===== src/hdl/b58enc_pkg.sv =====
// b58enc_pkg: shared sizes, divide-by-58 constants and the base58 alphabet
// used by the base58 encoder top level and its divide step unit
`timescale 1ns / 1ps

package b58enc_pkg;

	localparam int B58_MAX_BYTES  = 32;
	localparam int B58_MAX_DIGITS = 44;

	localparam int B58_BYTE_W  = 8;
	localparam int B58_DIGIT_W = 6;
	localparam int B58_CHAR_W  = 7;

	// cur / 58 == (cur * 18079) >> 20 for every cur below 58 * 256
	localparam int B58_RADIX       = 58;
	localparam int B58_RECIP       = 18079;
	localparam int B58_RECIP_SHIFT = 20;
	localparam int B58_CUR_W       = B58_DIGIT_W + B58_BYTE_W;
	localparam int B58_RECIP_W     = 15;
	localparam int B58_PROD_W      = B58_CUR_W + B58_RECIP_W;

	localparam logic [B58_CHAR_W-1:0] B58_ONE_CHAR = 7'h31;
	localparam logic [B58_CHAR_W-1:0] B58_ERR_CHAR = 7'h00;

	function automatic logic [B58_CHAR_W-1:0] b58_char(input logic [B58_DIGIT_W-1:0] d);
		logic [B58_CHAR_W-1:0] dd;
		logic [B58_CHAR_W-1:0] c;
		dd = {1'b0, d};
		if (dd < 7'd9) begin
			c = 7'h31 + dd;
		end else if (dd < 7'd17) begin
			c = 7'h41 + (dd - 7'd9);
		end else if (dd < 7'd22) begin
			c = 7'h4A + (dd - 7'd17);
		end else if (dd < 7'd33) begin
			c = 7'h50 + (dd - 7'd22);
		end else if (dd < 7'd44) begin
			c = 7'h61 + (dd - 7'd33);
		end else begin
			c = 7'h6D + (dd - 7'd44);
		end
		return c;
	endfunction

endpackage


===== src/hdl/b58_ram.sv =====
// b58_ram: generic single write port, single read port memory
// with registered read data; no package dependencies
`timescale 1ns / 1ps

module b58_ram #(
	parameter int WIDTH = 8,
	parameter int DEPTH = 32,
	localparam int AW = (DEPTH > 1) ? $clog2(DEPTH) : 1
) (
	input  logic             clk,
	input  logic             we,
	input  logic [AW-1:0]    waddr,
	input  logic [WIDTH-1:0] wdata,
	input  logic             re,
	input  logic [AW-1:0]    raddr,
	output logic [WIDTH-1:0] rdata
);

	logic [WIDTH-1:0] mem_q [DEPTH];

	always_ff @(posedge clk) begin
		if (we) begin
			mem_q[waddr] <= wdata;
		end
		if (re) begin
			rdata <= mem_q[raddr];
		end
	end

endmodule


===== src/hdl/b58_div.sv =====
// b58_div: one long-division step by 58 on a remainder and one byte
// depends on b58enc_pkg for the reciprocal constants
`timescale 1ns / 1ps

module b58_div import b58enc_pkg::*; (
	input  logic [B58_DIGIT_W-1:0] rem_in,
	input  logic [B58_BYTE_W-1:0]  byte_in,
	output logic [B58_BYTE_W-1:0]  quo,
	output logic [B58_DIGIT_W-1:0] rem_out
);

	logic [B58_CUR_W-1:0]  cur;
	logic [B58_PROD_W-1:0] prod;
	logic [B58_CUR_W-1:0]  back;

	assign cur  = {rem_in, byte_in};
	assign prod = B58_PROD_W'(cur) * B58_PROD_W'(B58_RECIP);
	assign quo  = prod[B58_RECIP_SHIFT +: B58_BYTE_W];
	// quo * 58 as shifts
	assign back = (B58_CUR_W'(quo) << 6) - (B58_CUR_W'(quo) << 2) - (B58_CUR_W'(quo) << 1);
	assign rem_out = B58_DIGIT_W'(cur - back);

endmodule


===== src/hdl/base58_encoder.sv =====
// channel  dir  tdata                         tlast        tuser
// s        in   [7:0] data_byte               final_byte   -
// m        out  [6:0] char_code, [7] zero     end_of_text  [0] overflow
//
// bytes load one per cycle; the encode then runs passes of the shared divide unit
// each pass divides the bytes left by 58 into one digit, about 1.37 passes per message byte
// each '1' character goes straight out, each digit character first reads the digit memory
// arst_n clears all control state; the byte and digit memories need no clearing
// s_tready is low from the final byte until the last character enters the output
// register; m_tready low holds the output register and pauses the emit sequence
//
// base58_encoder: top level, sequencer around one divide-by-58 step unit
// depends on b58enc_pkg, b58_ram and b58_div
`timescale 1ns / 1ps

module base58_encoder import b58enc_pkg::*; #(
	parameter int MAX_BYTES  = B58_MAX_BYTES,
	parameter int MAX_DIGITS = B58_MAX_DIGITS
) (
	input  logic       clk,
	input  logic       arst_n,
	input  logic       s_tvalid,
	output logic       s_tready,
	input  logic [7:0] s_tdata,   // [7:0] data_byte
	input  logic       s_tlast,
	output logic       m_tvalid,
	input  logic       m_tready,
	output logic [7:0] m_tdata,   // [6:0] char_code, [7] zero
	output logic       m_tlast,
	output logic       m_tuser    // [0] overflow
);

	localparam int AW  = (MAX_BYTES > 1) ? $clog2(MAX_BYTES) : 1;
	localparam int CW  = $clog2(MAX_BYTES + 1);
	localparam int DAW = $clog2(MAX_DIGITS);
	localparam int DCW = $clog2(MAX_DIGITS + 1);
	localparam int EW  = ((CW > DCW) ? CW : DCW) + 1;

	localparam logic [3:0] ST_IDLE  = 4'd0;
	localparam logic [3:0] ST_START = 4'd1;
	localparam logic [3:0] ST_PASS  = 4'd2;
	localparam logic [3:0] ST_DIGIT = 4'd3;
	localparam logic [3:0] ST_FIN   = 4'd4;
	localparam logic [3:0] ST_ONES  = 4'd5;
	localparam logic [3:0] ST_DRD   = 4'd6;
	localparam logic [3:0] ST_DOUT  = 4'd7;
	localparam logic [3:0] ST_ERR   = 4'd8;

	logic [3:0]             state_q;
	logic [CW-1:0]          cnt_q;
	logic [CW-1:0]          zp_q;
	logic                   pre_q;
	logic                   long_q;
	logic [CW-1:0]          ptr_q;
	logic                   vld_s1;
	logic [CW-1:0]          idx_s1;
	logic [B58_DIGIT_W-1:0] rem_q;
	logic                   found_q;
	logic [CW-1:0]          nlo_q;
	logic [DCW-1:0]         dcnt_q;
	logic [EW-1:0]          ones_q;
	logic [DCW-1:0]         dptr_q;
	logic                   ovld_q;
	logic [B58_CHAR_W-1:0]  ochar_q;
	logic                   olast_q;
	logic                   oerr_q;

	logic                   full;
	logic                   slot_free;
	logic                   emit;
	logic                   b_we;
	logic [AW-1:0]          b_waddr;
	logic [B58_BYTE_W-1:0]  b_wdata;
	logic                   b_re;
	logic [B58_BYTE_W-1:0]  b_rdata;
	logic                   d_we;
	logic                   d_re;
	logic [DCW-1:0]         dm1;
	logic [B58_DIGIT_W-1:0] d_rdata;
	logic [B58_BYTE_W-1:0]  quo;
	logic [B58_DIGIT_W-1:0] rem_n;
	logic [EW-1:0]          room;
	logic [EW-1:0]          ones_n;

	assign s_tready  = (state_q == ST_IDLE);
	assign full      = (cnt_q >= CW'(MAX_BYTES));
	assign slot_free = !ovld_q || m_tready;
	assign emit      = slot_free &&
		(state_q == ST_ONES || state_q == ST_DOUT || state_q == ST_ERR);

	assign m_tvalid = ovld_q;
	assign m_tdata  = {1'b0, ochar_q};
	assign m_tlast  = olast_q;
	assign m_tuser  = oerr_q;

	always_comb begin
		b_we    = 1'b0;
		b_waddr = cnt_q[AW-1:0];
		b_wdata = s_tdata;
		if (state_q == ST_IDLE && s_tvalid && !full) begin
			b_we = 1'b1;
		end else if (state_q == ST_PASS && vld_s1) begin
			b_we    = 1'b1;
			b_waddr = idx_s1[AW-1:0];
			b_wdata = quo;
		end
	end

	assign b_re = (state_q == ST_PASS) && (ptr_q < cnt_q);
	assign d_we = (state_q == ST_DIGIT) && (dcnt_q < DCW'(MAX_DIGITS));
	assign d_re = (state_q == ST_DRD);
	assign dm1  = dptr_q - 1'b1;

	assign room   = EW'(MAX_DIGITS) - EW'(dcnt_q);
	assign ones_n = (EW'(zp_q) > room) ? room : EW'(zp_q);

	b58_ram #(
		.WIDTH(B58_BYTE_W),
		.DEPTH(MAX_BYTES)
	) u_byte_ram (
		.clk  (clk),
		.we   (b_we),
		.waddr(b_waddr),
		.wdata(b_wdata),
		.re   (b_re),
		.raddr(ptr_q[AW-1:0]),
		.rdata(b_rdata)
	);

	b58_ram #(
		.WIDTH(B58_DIGIT_W),
		.DEPTH(MAX_DIGITS)
	) u_digit_ram (
		.clk  (clk),
		.we   (d_we),
		.waddr(dcnt_q[DAW-1:0]),
		.wdata(rem_q),
		.re   (d_re),
		.raddr(dm1[DAW-1:0]),
		.rdata(d_rdata)
	);

	b58_div u_div (
		.rem_in (rem_q),
		.byte_in(b_rdata),
		.quo    (quo),
		.rem_out(rem_n)
	);

	always_ff @(posedge clk or negedge arst_n) begin
		if (!arst_n) begin
			state_q <= ST_IDLE;
			cnt_q   <= '0;
			zp_q    <= '0;
			pre_q   <= 1'b1;
			long_q  <= 1'b0;
			ptr_q   <= '0;
			vld_s1  <= 1'b0;
			idx_s1  <= '0;
			rem_q   <= '0;
			found_q <= 1'b0;
			nlo_q   <= '0;
			dcnt_q  <= '0;
			ones_q  <= '0;
			dptr_q  <= '0;
			ovld_q  <= 1'b0;
			ochar_q <= '0;
			olast_q <= 1'b0;
			oerr_q  <= 1'b0;
		end else begin
			if (emit) begin
				ovld_q <= 1'b1;
			end else if (m_tready) begin
				ovld_q <= 1'b0;
			end
			case (state_q)
				ST_IDLE: begin
					if (s_tvalid) begin
						if (!full) begin
							cnt_q <= cnt_q + 1'b1;
							if (pre_q && s_tdata == 8'd0) begin
								zp_q <= zp_q + 1'b1;
							end else begin
								pre_q <= 1'b0;
							end
						end else begin
							long_q <= 1'b1;
						end
						if (s_tlast) begin
							state_q <= (full || long_q) ? ST_ERR : ST_START;
						end
					end
				end
				ST_START: begin
					dcnt_q  <= '0;
					ptr_q   <= zp_q;
					rem_q   <= '0;
					found_q <= 1'b0;
					vld_s1  <= 1'b0;
					state_q <= (zp_q == cnt_q) ? ST_FIN : ST_PASS;
				end
				ST_PASS: begin
					if (b_re) begin
						ptr_q <= ptr_q + 1'b1;
					end
					vld_s1 <= b_re;
					idx_s1 <= ptr_q;
					if (vld_s1) begin
						rem_q <= rem_n;
						if (!found_q && quo != 8'd0) begin
							found_q <= 1'b1;
							nlo_q   <= idx_s1;
						end
						if (idx_s1 == cnt_q - 1'b1) begin
							state_q <= ST_DIGIT;
						end
					end
				end
				ST_DIGIT: begin
					if (d_we) begin
						dcnt_q <= dcnt_q + 1'b1;
					end
					ptr_q   <= nlo_q;
					rem_q   <= '0;
					found_q <= 1'b0;
					vld_s1  <= 1'b0;
					state_q <= found_q ? ST_PASS : ST_FIN;
				end
				ST_FIN: begin
					ones_q  <= ones_n;
					dptr_q  <= dcnt_q;
					state_q <= (ones_n != '0) ? ST_ONES : ST_DRD;
				end
				ST_ONES: begin
					if (slot_free) begin
						ochar_q <= B58_ONE_CHAR;
						olast_q <= (ones_q == EW'(1)) && (dptr_q == '0);
						oerr_q  <= 1'b0;
						ones_q  <= ones_q - 1'b1;
						if (ones_q == EW'(1)) begin
							if (dptr_q == '0) begin
								state_q <= ST_IDLE;
								cnt_q   <= '0;
								zp_q    <= '0;
								pre_q   <= 1'b1;
								long_q  <= 1'b0;
							end else begin
								state_q <= ST_DRD;
							end
						end
					end
				end
				ST_DRD: begin
					state_q <= ST_DOUT;
				end
				ST_DOUT: begin
					if (slot_free) begin
						ochar_q <= b58_char(d_rdata);
						olast_q <= (dptr_q == DCW'(1));
						oerr_q  <= 1'b0;
						dptr_q  <= dm1;
						if (dptr_q == DCW'(1)) begin
							state_q <= ST_IDLE;
							cnt_q   <= '0;
							zp_q    <= '0;
							pre_q   <= 1'b1;
							long_q  <= 1'b0;
						end else begin
							state_q <= ST_DRD;
						end
					end
				end
				ST_ERR: begin
					if (slot_free) begin
						ochar_q <= B58_ERR_CHAR;
						olast_q <= 1'b1;
						oerr_q  <= 1'b1;
						state_q <= ST_IDLE;
						cnt_q   <= '0;
						zp_q    <= '0;
						pre_q   <= 1'b1;
						long_q  <= 1'b0;
					end
				end
				default: begin
					state_q <= ST_IDLE;
				end
			endcase
		end
	end

	// error item carries no character and closes the text
	a_err_item: assert property (@(posedge clk) disable iff (!arst_n)
		(m_tvalid && m_tuser) |-> (m_tdata == 8'd0 && m_tlast))
		else $error("error item malformed");

	// a division read in flight always points inside the stored message
	a_pass_idx: assert property (@(posedge clk) disable iff (!arst_n)
		(state_q == ST_PASS && vld_s1) |-> (idx_s1 < cnt_q))
		else $error("division index beyond message");

	// digit count never passes the digit memory depth
	a_dcnt: assert property (@(posedge clk) disable iff (!arst_n)
		dcnt_q <= DCW'(MAX_DIGITS))
		else $error("digit count overflow");

	// a new division pass never starts inside the zero prefix
	a_nlo: assert property (@(posedge clk) disable iff (!arst_n)
		(state_q == ST_DIGIT && found_q) |-> (nlo_q >= zp_q && nlo_q < cnt_q))
		else $error("next pass start out of range");

endmodule

===== config.mk =====
export PLATFORM = sky130hd
export DESIGN_NAME = base58_encoder
export DESIGN_NICKNAME = d
export VERILOG_FILES = /design/src/hdl/b58enc_pkg.sv /design/src/hdl/b58_ram.sv /design/src/hdl/b58_div.sv /design/src/hdl/base58_encoder.sv
export SDC_FILE = /design/constraint.sdc
export NUM_CORES = 1
export LEC_CHECK = 0
export BUFFER_PORTS_ARGS = -buffer_cell sky130_fd_sc_hd__clkbuf_2
export CAP_MARGIN = 0
export CORE_MARGIN = 8
export CORE_UTILIZATION = 59
export CTS_CLUSTER_SIZE = 12
export DETAILED_ROUTE_END_ITERATION = 10
export PLACE_DENSITY_LB_ADDON = 0.15
export SYNTH_ARGS = -nofsm -noshare
export SYNTH_HDL_FRONTEND = slang
export SYNTH_SLANG_ARGS = --single-unit

===== constraint.sdc =====
create_clock -name clk -period 21.9 [get_ports clk]
set_clock_uncertainty 0.15 [all_clocks]
set_input_delay 3.285 -clock clk [delete_from_list [all_inputs] [get_ports clk]]
set_output_delay 3.285 -clock clk [all_outputs]
set_load 0.05 [all_outputs]

==> run summary <==
Status - complete, no violations
Antenna-violating nets left - 0
Share of layout cells above drive strength 1 - 16.0%
Clock buffer depth - 3
Wire per inst - 24.0 microns
Ys async rst share - 12.0%
FF+latch count, synth - 607
Initial Util - 59.5%
Slowest CP cell - dfrtp_2
Dpl hpwl - 42700 microns
Mapped Cells - 1930
Most used cell, CP - fa_1
Final period demand of the worst path - 7.88 ns
Post-cts gate resize count - 0
Initial DRC count - 1413
Number of I/O pins - 25
DRC viols - 0
Crit path buf inv count - 4
Post-CTS Setup Inserts - 0
Final Cycle Share - 36.0%
Width of the die - 240 microns
Port bufs - 23
Hold-fix buffers, CTS - 0
Fillers - 3567
Detailed-routing iteration count for the pre-antenna-repair pass - 5
Worst slew pin tran - 1.20 ns
Vias in the first global route - 16600
Seq/Total Area, Yosys - 60.2%
TritonCTS clock tree - built
Htree depth - 2
Critical Path End Type - register
Main synth FF type - edfxtp_1
CP startpoint kind - register
Yosys cell types - 72
Post-synth EDFFs - 534
CP Max Fanout - 51
CTS Buf Count - 60
Design Area, Final - 32300 sq um
Rel. slew slack - 20.2%
RePlAce Congestion - 0.858
Max Cap Violations - 0
RSZ-0062 raised after global routing - no
DR vias - 16400
Die Height - 240 microns
FP Rows - 82
CP max stage delay - 0.96 ns
Final wirelength - 64200 microns
Initial antenna violation count - 0
Syn Area/Cell - 15.4 sq um
Sink Count - 607
Final Hold Vio Count - 0
NumNets Final - 2188
Core box area - 49900 sq um
Register area - 17900 sq um
ANT cells - 0
Mapped Area - 29700 sq um
Required time of the critical path - 22.24 ns
Total GRT Usage - 22.8%
Post-synthesis net count - 2163
Area of the multi-input gates - 11000 sq um
Hold Crit Class - reg2reg
Crit path kind - reg2reg
Post-DP Area - 30500 sq um
Synth warnings - 0
Worst endpoint data arrival time - 8.22 ns
Clk_lat worst skew - 0.63 ns
Area grow syn2layout - 8.89%
Vias per inst - 6.12
Setup TNS - 0 ns
Pins over their slew limit - 0
Worst-path clk slew - 0.06 ns
Gr ovfl total - 0
First-pass GRT wire length - 101000 microns
Crit path max-delay family - adder cells
Full die area - 57700 sq um
Fmax - 127 MHz
Final setup fails - 0
Pin count of the biggest net entering global routing - 74
CTS root buf - clkbuf_16
[kinds of logic (layout without fill, tap and decap cells)]
family	count (synthesis)	count (layout)	synth area share (%)
xor+xnor	50	50	1.53
buf+inv	220	293	2.82
compound gates	237	237	5.02
other cells	1	1	0.0126
mux	194	194	13.3
flops	607	607	60.2
simple gates	401	401	6.20
fa+ha+maj	220	220	10.9
[cells in the mapped netlist (5+ instances only)]
library cell / instances / area, sq um
nor3b_1: 5 / 37.5
buf_2: 6 / 30.0
a21o_1: 11 / 82.6
mux2_4: 6 / 90.1
nor4_1: 8 / 50.1
a22o_1: 6 / 52.6
a211oi_1: 9 / 67.6
nand4_1: 9 / 56.3
buf_1: 12 / 45.0
nand2b_1: 14 / 87.6
mux2i_1: 21 / 210
dfrtp_1: 72 / 1800
o21a_1: 6 / 45.0
xnor2_1: 27 / 236
edfxtp_1: 534 / 16000
mux2_2: 9 / 101
inv_1: 136 / 510
mux4_2: 158 / 3560
o31ai_1: 6 / 45.0
xor2_1: 21 / 184
ha_1: 156 / 1950
nor3_1: 20 / 100
fa_1: 64 / 1280
clkbuf_1: 61 / 229
nand3_1: 27 / 135
or3_1: 8 / 50.1
a21oi_1: 71 / 355
and2_1: 7 / 43.8
nand2_1: 97 / 364
nor2b_1: 10 / 62.6
a221oi_1: 6 / 52.6
a31oi_1: 16 / 100
o21ai_0: 66 / 330
and3_1: 10 / 62.6
nor2_1: 164 / 616
o211ai_1: 5 / 37.5
or2_2: 8 / 50.1
[final timing paths]
check / slack [ns] / startpoint / to / depth (start not counted)
max: 14.02 / rem_q[4] / rem_q[5] / 26
min: 0.34 / ochar_q[5] / ochar_q[5] / 2
max reg2reg: 14.02 / rem_q[4] / rem_q[5] / 26
min reg2reg: 0.34 / ochar_q[5] / ochar_q[5] / 2
max in group asynchronous: 18.20 / arst_n / ptr_q[0] / 1
min in group asynchronous: 2.65 / arst_n / ochar_q[0] / 1
[registers in the layout (all words and copies together), names as in the netlist, 7 cells and up]
| signal | flops |
|---|---|
| u_byte_ram.rdata | 8 |
| ones_q | 7 |
| u_byte_ram.mem_q | 256 |
| ochar_q | 7 |
| u_digit_ram.mem_q | 264 |
[layout make-up]
type | instances | area share [%]
clock inverter | 14 | 0.403
tap | 672 | 2.60
inverter | 140 | 1.63
clock buffer | 96 | 5.16
multi-input combinational | 1103 | 34.1
sequential | 607 | 55.3
timing repair buffer | 43 | 0.828
[per-stage QoR]
| stage | setup slack [ns] | hold slack (ns) | std cells | utilization, % |
|---|---|---|---|---|
| floorplan | 14.43 | 0.330 | 1930 | - |
| global placement | 14.20 | 0.309 | 2565 | 61.2 |
| detailed placement | 14.05 | 0.328 | 2565 | 61.2 |
| CTS | 14.01 | 0.342 | 2675 | 64.8 |
| global route | 13.59 | 0.358 | 2675 | 64.8 |
| finish | 14.02 | 0.338 | 2675 | 64.8 |
[placed cells by master, fill, tap and decap left out, types with 20 or more instances in the layout]
cell       Yosys  final
nand2_1       97     97
mux4_2       158    158
xor2_1        21     21
clkbuf_1      61     33
mux2i_1       21     21
ha_1         156    155
clkbuf_2       0     22
fa_1          64     64
edfxtp_1     534    534
nor2_1       164    164
dfrtp_1       72     66
a21oi_1       71     71
inv_1        136    136
o21ai_0       66     60
clkbuf_16      0     60
nor3_1        20     20
xnor2_1       27     26
buf_4          1     21
nand3_1       27     27
[worst min-delay path, delay by kind of cell, from the launching register on]
family | cells | cell delay (ns)
AND/OR/NAND/NOR | 1 | 0.05
AO/OA/AOI/OAI | 1 | 0.05
flip-flops | 1 | 0.35
[per-layer routing]
metal	wire (microns)	track usage (%)
met5	0	0
met4	1320	5.61
met3	3270	2.66
met2	32800	38.7
met1	26800	31.8
Power is not shown: default switching activity piles up to over one toggle a cycle in this logic, so the estimate is an artifact.
